File: src/rtl/slc_pkg.sv
`timescale 1ns / 1ps
// Package for the scalar literal coercion block: kind, status and target codes
// and the shared control struct. No dependencies.
package slc_pkg;

    localparam logic [2:0] K_NONE = 3'd0;
    localparam logic [2:0] K_INT  = 3'd1;
    localparam logic [2:0] K_UINT = 3'd2;
    localparam logic [2:0] K_BOOL = 3'd3;
    localparam logic [2:0] K_DBL  = 3'd4;

    localparam logic [2:0] S_OK        = 3'd0;
    localparam logic [2:0] S_KIND      = 3'd1;
    localparam logic [2:0] S_OVER      = 3'd2;
    localparam logic [2:0] S_UNDER     = 3'd3;
    localparam logic [2:0] S_LOSS      = 3'd4;
    localparam logic [2:0] S_BOOL      = 3'd5;
    localparam logic [2:0] S_NOTSCALAR = 3'd6;

    localparam logic [3:0] T_ULONG  = 4'd0;
    localparam logic [3:0] T_UINT   = 4'd1;
    localparam logic [3:0] T_USHORT = 4'd2;
    localparam logic [3:0] T_CHAR   = 4'd3;
    localparam logic [3:0] T_UBYTE  = 4'd4;
    localparam logic [3:0] T_LONG   = 4'd5;
    localparam logic [3:0] T_INT    = 4'd6;
    localparam logic [3:0] T_SHORT  = 4'd7;
    localparam logic [3:0] T_BYTE   = 4'd8;
    localparam logic [3:0] T_BOOLT  = 4'd9;
    localparam logic [3:0] T_DOUBLE = 4'd10;
    localparam logic [3:0] T_FLOAT  = 4'd11;

    localparam logic [63:0] SIGN_BIT = 64'h8000_0000_0000_0000;
    localparam int          PIPE_DEPTH = 4;

    // Stage-one classification carried alongside the magnitude.
    typedef struct packed {
        logic        done;     // result already known (final kind/bits/status)
        logic [2:0]  kind;
        logic [63:0] bits;
        logic [2:0]  status;
        logic        neg;      // float path: negative integer
        logic        wide;     // float path: 53-bit significand
    } slc_ctl_t;

endpackage

File: src/rtl/scalar_literal_coercion.sv
`timescale 1ns / 1ps
// Top level of the scalar literal coercion block: stream handshake, the
// configuration register and the pipeline. Depends on slc_pkg and slc_core.
//
// Use: a typed literal arrives as one transaction on the s_ channel; tdata
// carries value_kind, value_bits and target_type, lowest bits first. Each
// transaction yields exactly one transaction on the m_ channel with the new
// kind, the converted bits and a status code; on any error the kind and bits
// are zero and the status names the error.
// The accepting edge loads the classify stage, and the transaction then moves
// through the bit count, normalise and output stages before the result is
// offered. While the output is not stalled the pipeline takes a new
// transaction in every cycle, so throughput is one per cycle, as every
// stage holds one transaction and all stages move together.
// When the receiver holds m_axis_tready low while a result is offered, the
// whole pipeline freezes and s_axis_tready is low, even if earlier stages
// are empty; nothing is lost or repeated.
// Reset (aresetn low, synchronous) empties the pipeline and clears the
// allow_bool_int_conversion register. cfg_we writes bit 0 of cfg_wdata;
// it must only be written while the block is idle.
module scalar_literal_coercion import slc_pkg::*; (
    input  logic        aclk,
    input  logic        aresetn,
    input  logic        cfg_we,
    input  logic        cfg_wdata,
    input  logic        s_axis_tvalid,
    output logic        s_axis_tready,
    // value_kind[2:0], value_bits[66:3], target_type[70:67], zero pad
    input  logic [71:0] s_axis_tdata,
    output logic        m_axis_tvalid,
    input  logic        m_axis_tready,
    // result_kind[2:0], result_bits[66:3], status[69:67], zero pad
    output logic [71:0] m_axis_tdata
);

    logic                  allow_reg;
    logic                  advance;
    logic [PIPE_DEPTH-1:0] valid;
    logic [2:0]            r_kind, r_status;
    logic [63:0]           r_bits;

    always_ff @(posedge aclk) begin
        if (!aresetn) begin
            allow_reg <= 1'b0;
        end else if (cfg_we) begin
            allow_reg <= cfg_wdata;
        end
    end

    // The pipeline moves whenever the output slot is empty or being taken.
    assign advance       = !valid[PIPE_DEPTH-1] || m_axis_tready;
    assign s_axis_tready = advance;
    assign m_axis_tvalid = valid[PIPE_DEPTH-1];

    slc_core u_core (
        .aclk       (aclk),
        .aresetn    (aresetn),
        .advance    (advance),
        .in_valid   (s_axis_tvalid),
        .allow_conv (allow_reg),
        .in_kind    (s_axis_tdata[2:0]),
        .in_bits    (s_axis_tdata[66:3]),
        .in_target  (s_axis_tdata[70:67]),
        .valid_out  (valid),
        .out_kind   (r_kind),
        .out_bits   (r_bits),
        .out_status (r_status)
    );

    assign m_axis_tdata = {2'b00, r_status, r_bits, r_kind};

endmodule

File: src/rtl/slc_core.sv
`timescale 1ns / 1ps
// Pipelined datapath of the scalar literal coercion block: classification,
// range checks and integer to double conversion over four stages. Uses slc_pkg.
module slc_core import slc_pkg::*; (
    input  logic                  aclk,
    input  logic                  aresetn,
    input  logic                  advance,
    input  logic                  in_valid,
    input  logic                  allow_conv,
    input  logic [2:0]            in_kind,
    input  logic [63:0]           in_bits,
    input  logic [3:0]            in_target,
    output logic [PIPE_DEPTH-1:0] valid_out,
    output logic [2:0]            out_kind,
    output logic [63:0]           out_bits,
    output logic [2:0]            out_status
);

    logic [PIPE_DEPTH-1:0] valid_reg;

    // stage 1: classification and magnitude
    slc_ctl_t    c1_next, c1_reg;
    logic [63:0] m1_next, m1_reg;
    // stage 2: leading one and trailing zero counts
    slc_ctl_t    c2_reg;
    logic [63:0] m2_reg;
    logic [5:0]  e2_next, e2_reg, t2_next, t2_reg;
    logic        z2_next, z2_reg;
    // stage 3: precision check and normalising shift
    slc_ctl_t    c3_next, c3_reg;
    // stage 4: output register
    slc_ctl_t    c4_reg;

    always_comb begin
        logic [2:0]  k;
        logic [63:0] v;
        logic [63:0] lim;
        c1_next = '0;
        m1_next = '0;
        k = in_kind;
        v = in_bits;
        lim = '0;
        if (k == K_INT && !v[63]) k = K_UINT;
        if (k == K_BOOL) v = {63'd0, |in_bits};
        if (k == K_BOOL && in_target != T_BOOLT && allow_conv) k = K_UINT;
        c1_next.done = 1'b1;
        if (in_kind == K_NONE) begin
            c1_next.bits = in_bits;
        end else begin
            case (in_target)
                T_ULONG, T_UINT, T_USHORT, T_CHAR, T_UBYTE: begin
                    lim = (in_target == T_ULONG) ? '1 :
                          (in_target == T_UINT) ? 64'hFFFF_FFFF :
                          (in_target == T_USHORT) ? 64'hFFFF : 64'hFF;
                    if (k != K_UINT) c1_next.status = S_KIND;
                    else if (v > lim) c1_next.status = S_OVER;
                    else begin
                        c1_next.kind = K_UINT;
                        c1_next.bits = v;
                    end
                end
                T_LONG, T_INT, T_SHORT, T_BYTE: begin
                    lim = (in_target == T_LONG) ? (SIGN_BIT - 64'd1) :
                          (in_target == T_INT) ? 64'h7FFF_FFFF :
                          (in_target == T_SHORT) ? 64'h7FFF : 64'h7F;
                    if (k == K_INT) begin
                        if ((64'd0 - v) > (lim + 64'd1)) c1_next.status = S_UNDER;
                        else begin
                            c1_next.kind = K_INT;
                            c1_next.bits = v;
                        end
                    end else if (k == K_UINT) begin
                        if (v > lim) c1_next.status = S_OVER;
                        else begin
                            c1_next.kind = K_INT;
                            c1_next.bits = v;
                        end
                    end else c1_next.status = S_KIND;
                end
                T_BOOLT: begin
                    if (k == K_UINT && allow_conv) begin
                        if (v > 64'd1) c1_next.status = S_BOOL;
                        else begin
                            c1_next.kind = K_UINT;
                            c1_next.bits = v;
                        end
                    end else if (k != K_BOOL) c1_next.status = S_KIND;
                    else begin
                        c1_next.kind = K_BOOL;
                        c1_next.bits = v;
                    end
                end
                T_DOUBLE, T_FLOAT: begin
                    c1_next.wide = (in_target == T_DOUBLE);
                    if (k == K_DBL) begin
                        c1_next.kind = K_DBL;
                        c1_next.bits = v;
                    end else if (k == K_INT || k == K_UINT) begin
                        c1_next.done = 1'b0;
                        c1_next.neg = (k == K_INT);
                        m1_next = (k == K_INT) ? (64'd0 - v) : v;
                    end else c1_next.status = S_KIND;
                end
                default: c1_next.status = S_NOTSCALAR;
            endcase
        end
    end

    always_comb begin
        e2_next = '0;
        t2_next = '0;
        for (int i = 0; i < 64; i++) begin
            if (m1_reg[i]) e2_next = 6'(i);
        end
        for (int i = 63; i >= 0; i--) begin
            if (m1_reg[i]) t2_next = 6'(i);
        end
        z2_next = (m1_reg == 64'd0);
    end

    always_comb begin
        logic [6:0]  span;
        logic [63:0] frac;
        logic [10:0] expo;
        c3_next = c2_reg;
        span = 7'(e2_reg) - 7'(t2_reg);
        frac = '0;
        expo = 11'(e2_reg) + 11'd1023;
        if (!c2_reg.done) begin
            c3_next.done = 1'b1;
            if (z2_reg) begin
                c3_next.kind = K_DBL;
                c3_next.bits = '0;
            end else if (span >= (c2_reg.wide ? 7'd53 : 7'd24)) begin
                c3_next.status = S_LOSS;
            end else begin
                frac = (m2_reg << (7'd63 - 7'(e2_reg))) >> 11;
                c3_next.kind = K_DBL;
                c3_next.bits = {c2_reg.neg, expo, frac[51:0]};
            end
        end
        if (c3_next.status != S_OK) begin
            c3_next.kind = K_NONE;
            c3_next.bits = '0;
        end
    end

    always_ff @(posedge aclk) begin
        if (!aresetn) begin
            valid_reg <= '0;
        end else if (advance) begin
            valid_reg <= {valid_reg[PIPE_DEPTH-2:0], in_valid};
        end
    end

    always_ff @(posedge aclk) begin
        if (advance) begin
            c1_reg <= c1_next;
            m1_reg <= m1_next;
            c2_reg <= c1_reg;
            m2_reg <= m1_reg;
            e2_reg <= e2_next;
            t2_reg <= t2_next;
            z2_reg <= z2_next;
            c3_reg <= c3_next;
            c4_reg <= c3_reg;
        end
    end

    assign valid_out  = valid_reg;
    assign out_kind   = c4_reg.kind;
    assign out_bits   = c4_reg.bits;
    assign out_status = c4_reg.status;

endmodule

File: config.mk
export PLATFORM = sky130hd
export DESIGN_NAME = scalar_literal_coercion
export DESIGN_NICKNAME = d
export VERILOG_FILES = /design/src/rtl/slc_pkg.sv /design/src/rtl/scalar_literal_coercion.sv /design/src/rtl/slc_core.sv
export SDC_FILE = /design/constraint.sdc
export NUM_CORES = 1
export LEC_CHECK = 0
export ABC_AREA = 1
export BUFFER_PORTS_ARGS = -buffer_cell sky130_fd_sc_hd__buf_2
export CORE_MARGIN = 3
export CORE_UTILIZATION = 28
export CTS_CLUSTER_DIAMETER = 150
export DETAILED_ROUTE_END_ITERATION = 6
export PLACE_DENSITY = 0.48
export SETUP_SLACK_MARGIN = 0.02
export SLEW_MARGIN = 20
export SYNTH_ARGS = -nofsm -noshare
export SYNTH_HDL_FRONTEND = slang
export SYNTH_SLANG_ARGS = --single-unit
File: constraint.sdc
create_clock -name aclk -period 27.6 [get_ports aclk]
set_input_delay 4.14 -clock aclk [delete_from_list [all_inputs] [get_ports aclk]]
set_output_delay 4.14 -clock aclk [all_outputs]
set_load 0.005 [all_outputs]
# After elaboration in Yosys (flattened, before gate mapping)
# Index checks and enable logic that the tools add are counted.
word_totals:
  regBits: 432
  out_inout_bits: 74
  wordCells: 261
classes:
  addsub: 5
  order_cmp: 5
  n_eq_ne: 19
  n_shift: 1
  muxes: 165
  n_bitwise: 2
  reduce_logical: 29
ops:
  columns: ["cell", "n"]
  rows:
  - ["$mux 64", 7]
  - ["$mux 67", 4]
  - ["$pmux 67 s4", 1]
  - ["$mux 66", 4]
  - ["$mux 5", 48]
  - ["$mux 6", 33]
  - ["$gt 64x64->1", 3]
  - ["$mux 70", 2]
  - ["$mux 65", 2]
  - ["$mux 4", 24]
  - ["$mux 69", 1]
  - ["$add 64x1->64 const B", 1]
  - ["$gt 64x1->1 const B", 1]
  - ["$logic_not 64->1", 1]
  - ["$reduce_or 32->1", 2]
  - ["$reduce_or 64->1", 1]
  - ["$shl 64x7->63", 1]
  - ["$sub 1x64->64 const A", 1]
  - ["$mux 3", 19]
  - ["$reduce_or 16->1", 2]
  - ["$mux 2", 10]
  - ["$eq 4x3->1 const B", 4]
  - ["$eq 4x4->1 const B", 4]
  - ["$mux 16", 1]
  - ["other kinds (26)", 49]

# Logic depth before layout (Yosys ltp)
# Gate-level depths: netlist of run 1.
logic_depth:
  word_depth: 63
  depth_mapped: 63
  ltp_nobuf: 63

# Hierarchy
# A second synthesis of run 1 with hierarchy kept.
unflattened:
  cells_unflattened: 2990
  area_unflattened_um2: 26684.3
by_module_without_submodules:
  columns: ["module", "n_inst", "cells_per_inst", "area_per_inst_um2"]
  rows:
  - ["slc_core", 1, 2979, 26616.8]
  - ["scalar_literal_coercion", 1, 11, 67.6]

# Worst setup path after synthesis of run 1
# No wires, ideal clock.
synth_timing:
  kind: "input to output"
  from: "input port m_axis_tready"
  to: "output port s_axis_tready"
  t_arrival_ps: 12506
  required_time_ps: 23460
  setup_slack_ps: 10954
  cell_stages: 2
  n_path_buf: 0
  cell_sequence: "nor2_1 inv_1"
synth_between:
  elab_chain_cells: 1
synth_lines:
  columns: ["element", "line_no", "source"]
  rows:
  - ["from (decl)", "scalar_literal_coercion.sv:31", "input logic m_axis_tready,"]
  - ["$logic_or 1x1->1", "scalar_literal_coercion.sv:51", "assign advance = !valid[PIPE_DEPTH-1] || m_axis_tready;"]
  - ["to (decl)", "scalar_literal_coercion.sv:27", "output logic s_axis_tready,"]
# Every way passes these cells.

==> results_dict.tcl, run 1 <==
set metrics [dict create \
    mostFrequentLayoutCells "nand2_1 (689), edfxtp_1 (426), inv_1 (386), o21ai_0 (263), nor2_1 (254)" \
    setup_tns_ns 0 \
    report.final.setup_viol 0 \
    grt_usage_pct 17.05 \
    drt_wl_total_mm 86.23 \
    gr-total-overflow 0 \
    ys_types 58 \
    io_buffers 148 \
    grt_pass1_wl_mm 127.2 \
    drt_iter0_drc 2338 \
    synth-edff-count 426 \
    max_slew_margin_pct 30.35 \
    cp_slowest_cell "or4_1" \
    fin_nets 3435 \
    drc 0 \
    syn_area_per_cell_um2 8.814 \
    synth_top_area_cell "edfxtp_1" \
    cts_setup_buffers 0 \
    fin_skew_ns 0.02468 \
    cts-buffers-inserted 49 \
    max-clock-path-buffers 3 \
    cts.clk_slew.worst_paths_ns 0.07 \
    die_x_um 315.1 \
    synth_seq_cells 431 \
    synth_top_area_share_pct 47.81 \
    maxCapViolations 0 \
    critPathLaunchType "input pin" \
    crit_path_end_kind "flip-flop" \
    p_leak_nw 13.90 \
    power_mw 2.089 \
    crit_type "in2reg" \
    antenna_found_initial 5 \
    synth_flop_cell "edfxtp_1" \
    ant_nets 0 \
    cts.sinks 431 \
    hold_class "reg2reg" \
    finalCritPeriodShare_pct 45.61 \
    worst-path-buf-inv 7 \
    clock_latency_ns 0.60 \
    fillers 9867 \
    grt_pass1_vias 20021 \
    synthArstFlopShare_pct 0 \
    crit_required_ns 28.03 \
    max_stage_delay_ns 0.49 \
    drive_gt1_share_pct 9.736 \
    rows 112 \
    status "completed" \
    worstPathMaxFanout 63 \
    final_common_cell "nand2_1" \
    vias 21536 \
    synth_cells 3036 \
    ir_worst_vdd_mv 0.06485 \
    synth_area_leaders "edfxtp_1 (48%), nand2_1 (9.7%), ha_1 (8.3%)" \
    hold_violations 0 \
    crit_family "simple AND/OR/NAND/NOR gates" \
    p_per_area_nw_per_um2 68.40 \
    core_area_um2 94030 \
    tightest_slew_ns 1.045 \
    fp.dieH_um 315.1 \
    cts_hold_buf 0 \
    die_area_um2 99310 \
    cts_root_buf "clkbuf_16" \
    yosys_warnings 0 \
    final_util_pct 32.48 \
    cts_tree "built" \
    cts_resized 0 \
    htree_num_levels 2 \
    start_util_pct 28.46 \
    routabilityCongestion 0.9120 \
    fmax_mhz 79.43 \
    antennaDiodeCount 0 \
    first_pass_iters 6 \
    fin_crit_ns 12.59 \
    dp_hpwl_mm 67.48 \
    slew_violations 0 \
    area_growth_pct 14.12 \
    cp_common_cell "nand3_2" \
    routedWlPerCell_um 19.29 \
    synth-seq-area-share_pct 48.18 \
    syn-cell-area_um2 26760 \
    rsz0062_at_grt "no" \
    pin_count 152 \
    grt_max_degree 83 \
    worstPathArrival_ns 13.02 \
    vias_per_cell 4.819 \
]
## where the power goes
group          switching (mW)  internal [mW]
sequential             0.0243          0.775
clock                   0.268          0.364
combinational           0.466          0.191
total                   0.758           1.33
## synth_stat cells (all sizes together), types with 4 or more instances
library cell	number
a211oi	14
a21oi	219
nor3	40
o31ai	6
ha	178
o211ai	21
dfxtp	5
buf	27
o22ai	13
xor2	57
o21a	5
inv	398
clkbuf	94
o2111ai	17
edfxtp	426
or2	14
mux2i	89
nand3	61
o221ai	9
o21ai	270
a31oi	12
nand4	49
a221oi	6
nand2	695
nor4	17
a311oi	4
nor2	262
## cell families (layout without fill, tap and decap cells)
logic type,Yosys count,after routing,synth area share [%]
AOI/OAI and AO/OA,612,612,12.73
xor gates and xnor gates,58,58,1.898
adders and majority gates,179,179,8.398
buffers and inverters,521,669,7.365
DFF,431,431,48.18
muxes,89,89,3.329
other,2,33,0.02807
and+or+nand+nor,1144,1144,18.07
## worst paths after layout
check,start,endpoint,slack (ns),cells past startpoint
max,s_axis_tdata[2],u_core.c1_reg[51],15.01,49
min,u_core.c3_reg[69],u_core.out_kind[0],0.40,0
max reg2reg,u_core.e2_reg[0],u_core.c3_reg[52],22.25,20
min reg2reg,u_core.c3_reg[69],u_core.out_kind[0],0.40,0
## metal layers
layer  up-vias  track usage [%]  share of wire, %
li1      10663                -                 -
met1     10130            26.07                49
met2       644            24.21                41
met3        99            2.997               7.2
met4         0            5.067               2.7
met5         -                0                 0
## stage by stage
stage               setup slack [ns]  hold WS (ns)  std cells  instance area, um2
CTS                            15.04        0.4041       4469               30540
detailed placement             14.44        0.4045       4381               28990
finish                         15.01        0.4014       4469               30540
global placement               14.45        0.4006       4381               28990
global route                   14.36        0.4103       4469               30540
floorplan                      10.95        0.4003       3067               26870
## area by class of cell
cell class / count / area (um2) / share of cell area [%]
Timing Repair Buffer: 181 / 988.4 / 3.237
Clock buffer: 56 / 1252 / 4.101
Sequential cell: 431 / 12890 / 42.22
Tap cell: 1254 / 1569 / 5.138
Inverter: 400 / 1509 / 4.941
Multi-Input combinational cell: 2115 / 12030 / 39.40
Clock inverter: 32 / 294.0 / 0.9629
(Power assumes the default switching activity.)
==> run 2, diff against run 1 <==
--- a/config.mk
+++ b/config.mk
@@ -11,7 +11,7 @@
 export CORE_UTILIZATION = 28
 export CTS_CLUSTER_DIAMETER = 150
 export DETAILED_ROUTE_END_ITERATION = 6
-export PLACE_DENSITY = 0.48
+export PLACE_DENSITY = 0.49
 export SETUP_SLACK_MARGIN = 0.02
 export SLEW_MARGIN = 20
 export SYNTH_ARGS = -nofsm -noshare
==> constraint.sdc (replaced) <==
create_clock -name aclk -period 10.4 [get_ports aclk]
set_input_delay 1.56 -clock aclk [delete_from_list [all_inputs] [get_ports aclk]]
set_output_delay 1.56 -clock aclk [all_outputs]
set_load 0.005 [all_outputs]
==> run 2 against run 1 <==
Die area unchanged. Utilization about the same. Cell count about the same. Setup slack worse by 14 ns. Global-route usage fell by 0.23 points. Critical endpoint is now u_core.c1_reg[56]. Largest cell class unchanged.
==> results_dict.tcl, run 2 (same netlist as run 1, synthesis figures left out) <==
set metrics [dict create \
    vias 21361 \
    routabilityCongestion 0.8991 \
    cts_setup_buffers 0 \
    grt_pass1_wl_mm 125.2 \
    antenna_found_initial 5 \
    p_per_area_nw_per_um2 179.1 \
    hold_class "reg2reg" \
    max_stage_delay_ns 0.43 \
    mostFrequentLayoutCells "nand2_1 (689), edfxtp_1 (426), inv_1 (386), o21ai_0 (263), nor2_1 (254)" \
    crit_required_ns 10.85 \
    core_area_um2 94030 \
    worstReg2RegEnd "u_core.c3_reg[36]" \
    min_from "u_core.c1_reg[57]" \
    max-clock-path-buffers 3 \
    crit_type "in2reg" \
    critPathLaunchType "input pin" \
    fin_crit_ns 9.591 \
    rows 112 \
    min_path_cells 0 \
    dp_hpwl_mm 67.29 \
    status "completed" \
    cts_resized 0 \
    cts.clk_slew.worst_paths_ns 0.06 \
    drt_wl_total_mm 85.39 \
    worstPathArrival_ns 10.04 \
    setup_tns_ns 0 \
    routedWlPerCell_um 19.10 \
    cts.sinks 431 \
    clock_latency_ns 0.58 \
    fin_nets 3438 \
    final_common_cell "nand2_1" \
    ir_worst_vdd_mv 0.1740 \
    post_dp_cell_area_um2 29050 \
    die_area_um2 99310 \
    grt_pass1_vias 19626 \
    vias_per_cell 4.779 \
    rsz0062_at_grt "no" \
    io_buffers 148 \
    cts_hold_buf 0 \
    grt_max_degree 168 \
    worstPathMaxFanout 45 \
    start_util_pct 28.46 \
    holdWs_ns 0.4163 \
    whs_endpoint "u_core.c2_reg[57]" \
    area_growth_pct 14.06 \
    grt_usage_pct 16.83 \
    first_pass_iters 7 \
    antennaDiodeCount 0 \
    crit_path_end_kind "flip-flop" \
    htree_num_levels 2 \
    finalCritPeriodShare_pct 92.22 \
    pin_count 152 \
    report.final.setup_viol 0 \
    max_slew_margin_pct 34.27 \
    fmax_mhz 104.3 \
    cp_slowest_cell "or4_1" \
    drt_iter0_drc 2068 \
    slew_violations 0 \
    ff2ff_path_depth 18 \
    rrSetupSlack_ns 5.42 \
    r2r_start "u_core.e2_reg[0]" \
    p_leak_nw 13.90 \
    cts_root_buf "clkbuf_16" \
    drc 0 \
    fp.dieH_um 315.1 \
    gr-total-overflow 0 \
    maxCapViolations 0 \
    hold_violations 0 \
    die_x_um 315.1 \
    tightest_slew_ns 0.9859 \
    cts-buffers-inserted 49 \
    ant_nets 0 \
    drive_gt1_share_pct 9.670 \
    final_area_um2 30520 \
    cts_tree "built" \
    fin_skew_ns 0.01326 \
]
run 2: cell count changes in the layout (fill, tap and decap cells not counted):
cell	previous run	this run
clkbuf_1	7	13
clkinv_1	13	10
inv_6	3	1
inv_8	1	0
buf_12	0	3
clkinvlp_4	4	3
clkinv_4	3	4
bufinv_16	4	2
run 2: how the worst max path moves through the flow:
stage / startpoint / to / depth (start not counted)
2_1_floorplan: m_axis_tready / u_core.c1_reg[0] / 2
3_3_place_gp: s_axis_tdata[31] / u_core.c1_reg[56] / 48
3_5_place_dp: s_axis_tdata[44] / u_core.c1_reg[56] / 48
4_1_cts: s_axis_tdata[44] / u_core.c1_reg[56] / 48
5_1_grt: s_axis_tdata[33] / u_core.c1_reg[56] / 48
6_report: s_axis_tdata[31] / u_core.c1_reg[56] / 48
run 2: area by class of cell:
| class | instances | area (um2) |
|---|---|---|
| fillers | 9805 | 63510 |
| flip-flops and latches | 431 | 12890 |
| multi-input cells | 2115 | 12030 |
| well taps | 1254 | 1569 |
| inverters | 400 | 1505 |
| clock buffers | 62 | 1275 |
| repair buffers | 184 | 1049 |
| clock inverters | 24 | 198.9 |
run 2: power by group:
group	internal (mW)	switching (mW)
logic	0.508	1.22
registers	2.06	0.0731
clock network	0.919	0.687
total	3.48	1.98
run 2: worst max-delay path: cells and delay by family:
family	cells	cell delay (ns)
XOR/XNOR	1	0.10
AND/OR/NAND/NOR	36	6.10
adder cells (fa/ha/maj)	1	0.32
AO/OA/AOI/OAI	3	0.88
buffers and inverters	7	1.03
run 2: routing by layer:
layer | vias to the layer above | GRT usage (%) | wire (um)
met5 | - | 0 | 0
met2 | 630 | 23.48 | 34170
met4 | 0 | 5.289 | 2413
li1 | 10660 | - | -
met1 | 9969 | 26.05 | 42840
met3 | 102 | 2.781 | 5962
run 2: metrics by stage:
stage / utilization, % / total power [mW] / instances / worst slack [ns]
floorplan: - / 3.324 / 3067 / 1.632
CTS: 32.46 / 5.494 / 4470 / 0.8228
global route: 32.46 / 5.792 / 4470 / 0.1781
global placement: 30.89 / 3.874 / 4384 / 0.3710
finish: 32.46 / 5.467 / 4470 / 0.8088
detailed placement: 30.89 / 3.878 / 4384 / 0.2640
==> run 3, diff against run 2 <==
--- a/config.mk
+++ b/config.mk
@@ -7,13 +7,14 @@
 export LEC_CHECK = 0
 export ABC_AREA = 1
 export BUFFER_PORTS_ARGS = -buffer_cell sky130_fd_sc_hd__buf_2
+export CELL_PAD_IN_SITES_DETAIL_PLACEMENT = 0
+export CELL_PAD_IN_SITES_GLOBAL_PLACEMENT = 1
 export CORE_MARGIN = 3
 export CORE_UTILIZATION = 28
 export CTS_CLUSTER_DIAMETER = 150
 export DETAILED_ROUTE_END_ITERATION = 6
-export PLACE_DENSITY = 0.49
+export PLACE_DENSITY = 0.59
 export SETUP_SLACK_MARGIN = 0.02
-export SLEW_MARGIN = 20
 export SYNTH_ARGS = -nofsm -noshare
 export SYNTH_HDL_FRONTEND = slang
 export SYNTH_SLANG_ARGS = --single-unit
==> run 3 against run 2 <==
Global-route usage rose by 1.1 points. Critical path type unchanged. Wire length rose by 6.1%. Highest routed layer unchanged. Largest cell class unchanged. Design area rose by 1.1%.
==> results_dict.tcl, run 3 (same netlist as run 1, synthesis figures left out) <==
set metrics [dict create \
    crit_required_ns 10.83 \
    setup_tns_ns 0 \
    crit_type "in2reg" \
    critPathLaunchType "input pin" \
    rrSetupSlack_ns 5.21 \
    fin_nets 3453 \
    finalWorstSetupSlack_ns 0.9994 \
    die_area_um2 99310 \
    cts-buffers-inserted 52 \
    cts_tree "built" \
    grt_pass1_wl_mm 132.3 \
    rsz0062_at_grt "no" \
    fin_crit_ns 9.401 \
    clock_latency_ns 0.65 \
    rows 112 \
    status "completed" \
    dp_hpwl_mm 71.36 \
    antenna_found_initial 9 \
    vias_per_cell 4.769 \
    tightest_slew_ns 1.007 \
    worst-path-buf-inv 5 \
    die_x_um 315.1 \
    ant_nets 0 \
    io_buffers 148 \
    cts_hold_buf 0 \
    cts_setup_buffers 0 \
    report.final.setup_viol 0 \
    routedWlPerCell_um 20.16 \
    max_slew_margin_pct 32.18 \
    drt_iter0_drc 1860 \
    max-clock-path-buffers 3 \
    cp_slowest_cell "or4_1" \
    grt_max_degree 136 \
    drc 0 \
    finalCritPeriodShare_pct 90.39 \
    ir_worst_vdd_mv 0.2089 \
    drt_wl_total_mm 90.56 \
    antennaDiodeCount 0 \
    cts.sinks 431 \
    grt_pass1_vias 20464 \
    core_area_um2 94030 \
    p_leak_nw 14.07 \
    min_from "u_core.c1_reg[58]" \
    gr-total-overflow 0 \
    start_util_pct 28.46 \
    p_per_area_nw_per_um2 186.3 \
    fp.dieH_um 315.1 \
    fmax_mhz 106.4 \
    whs_endpoint "u_core.c2_reg[58]" \
    final_common_cell "nand2_1" \
    cts_root_buf "clkbuf_16" \
    cts.clk_slew.worst_paths_ns 0.06 \
    hold_violations 0 \
    worstReg2RegEnd "u_core.c3_reg[15]" \
    worstPathArrival_ns 9.83 \
    power_mw 5.749 \
    crit_family "simple AND/OR/NAND/NOR gates" \
    vias 21424 \
    max_stage_delay_ns 0.45 \
    dpl_worst_slack_ns 0.2899 \
    pin_count 152 \
    min_path_cells 0 \
    routabilityCongestion 0.8621 \
    slew_violations 0 \
    mostFrequentLayoutCells "nand2_1 (689), edfxtp_1 (426), inv_1 (385), o21ai_0 (263), nor2_1 (254)" \
    cts_resized 0 \
    cp_common_cell "nand3_2" \
    htree_num_levels 2 \
    first_pass_iters 5 \
    worstPathMaxFanout 27 \
    crit_path_end_kind "flip-flop" \
    hold_class "reg2reg" \
    ff2ff_path_depth 19 \
    grt_usage_pct 17.89 \
    maxCapViolations 0 \
    r2r_start "u_core.e2_reg[0]" \
    fillers 9886 \
    final_util_pct 32.82 \
    area_growth_pct 15.35 \
    drive_gt1_share_pct 10.41 \
    fin_skew_ns 0.07908 \
]
## run 3: cell count changes in the layout (fill, tap and decap cells not counted), moves of 2 or more
cell        before  now
clkinvlp_4       3    6
bufinv_16        2    5
clkbuf_16       49   52
clkinv_1        10   13
buf_4           33   46
inv_8            0    3
inv_6            1    4
clkinv_4         4    1
clkinv_16        0    2
clkbuf_1        13    7
## run 3: worst max-delay path by stage
stage,from,end,slack [ns],depth (start not counted)
2_1_floorplan,m_axis_tready,u_core.c1_reg[0],1.63,2
3_3_place_gp,s_axis_tdata[44],u_core.c1_reg[29],0.52,47
3_5_place_dp,s_axis_tdata[44],u_core.c1_reg[43],0.29,47
4_1_cts,s_axis_tdata[44],u_core.c1_reg[52],0.89,47
5_1_grt,s_axis_tdata[44],u_core.c1_reg[46],0.24,47
6_report,s_axis_tdata[44],u_core.c1_reg[52],1.0,47
## run 3: layer usage
| metal | global-route usage (%) | share of wire, % |
|---|---|---|
| met5 | 0 | 0 |
| met4 | 5.766 | 3.1 |
| met3 | 2.195 | 4.5 |
| met1 | 26.93 | 50 |
| met2 | 26.43 | 42 |
## run 3: final cells by class
type                            count  area, um2  area share (%)
Sequential cell                   431      12890           41.77
Multi-Input combinational cell   2115      12030           38.98
Tap cell                         1254       1569           5.083
Inverter                          400       1505           4.877
Clock buffer                       59       1328           4.301
Timing Repair Buffer              196       1126           3.648
Clock inverter                     37      412.9           1.338
## run 3: power by group
part           total (mW)  internal (mW)  leakage [nW]  switching, mW
Clock                1.85           1.06         0.833          0.787
Sequential           2.13           2.06          5.15         0.0743
Combinational        1.77          0.513          8.09           1.26
## run 3: metrics by stage
| stage | cell area (um2) | hold WS [ns] | instances |
|---|---|---|---|
| floorplan | 26880 | 0.4003 | 3067 |
| global placement | 29120 | 0.4018 | 4396 |
| detailed placement | 29120 | 0.4045 | 4396 |
| CTS | 30860 | 0.3674 | 4492 |
| global route | 30860 | 0.3949 | 4492 |
| finish | 30860 | 0.3738 | 4492 |
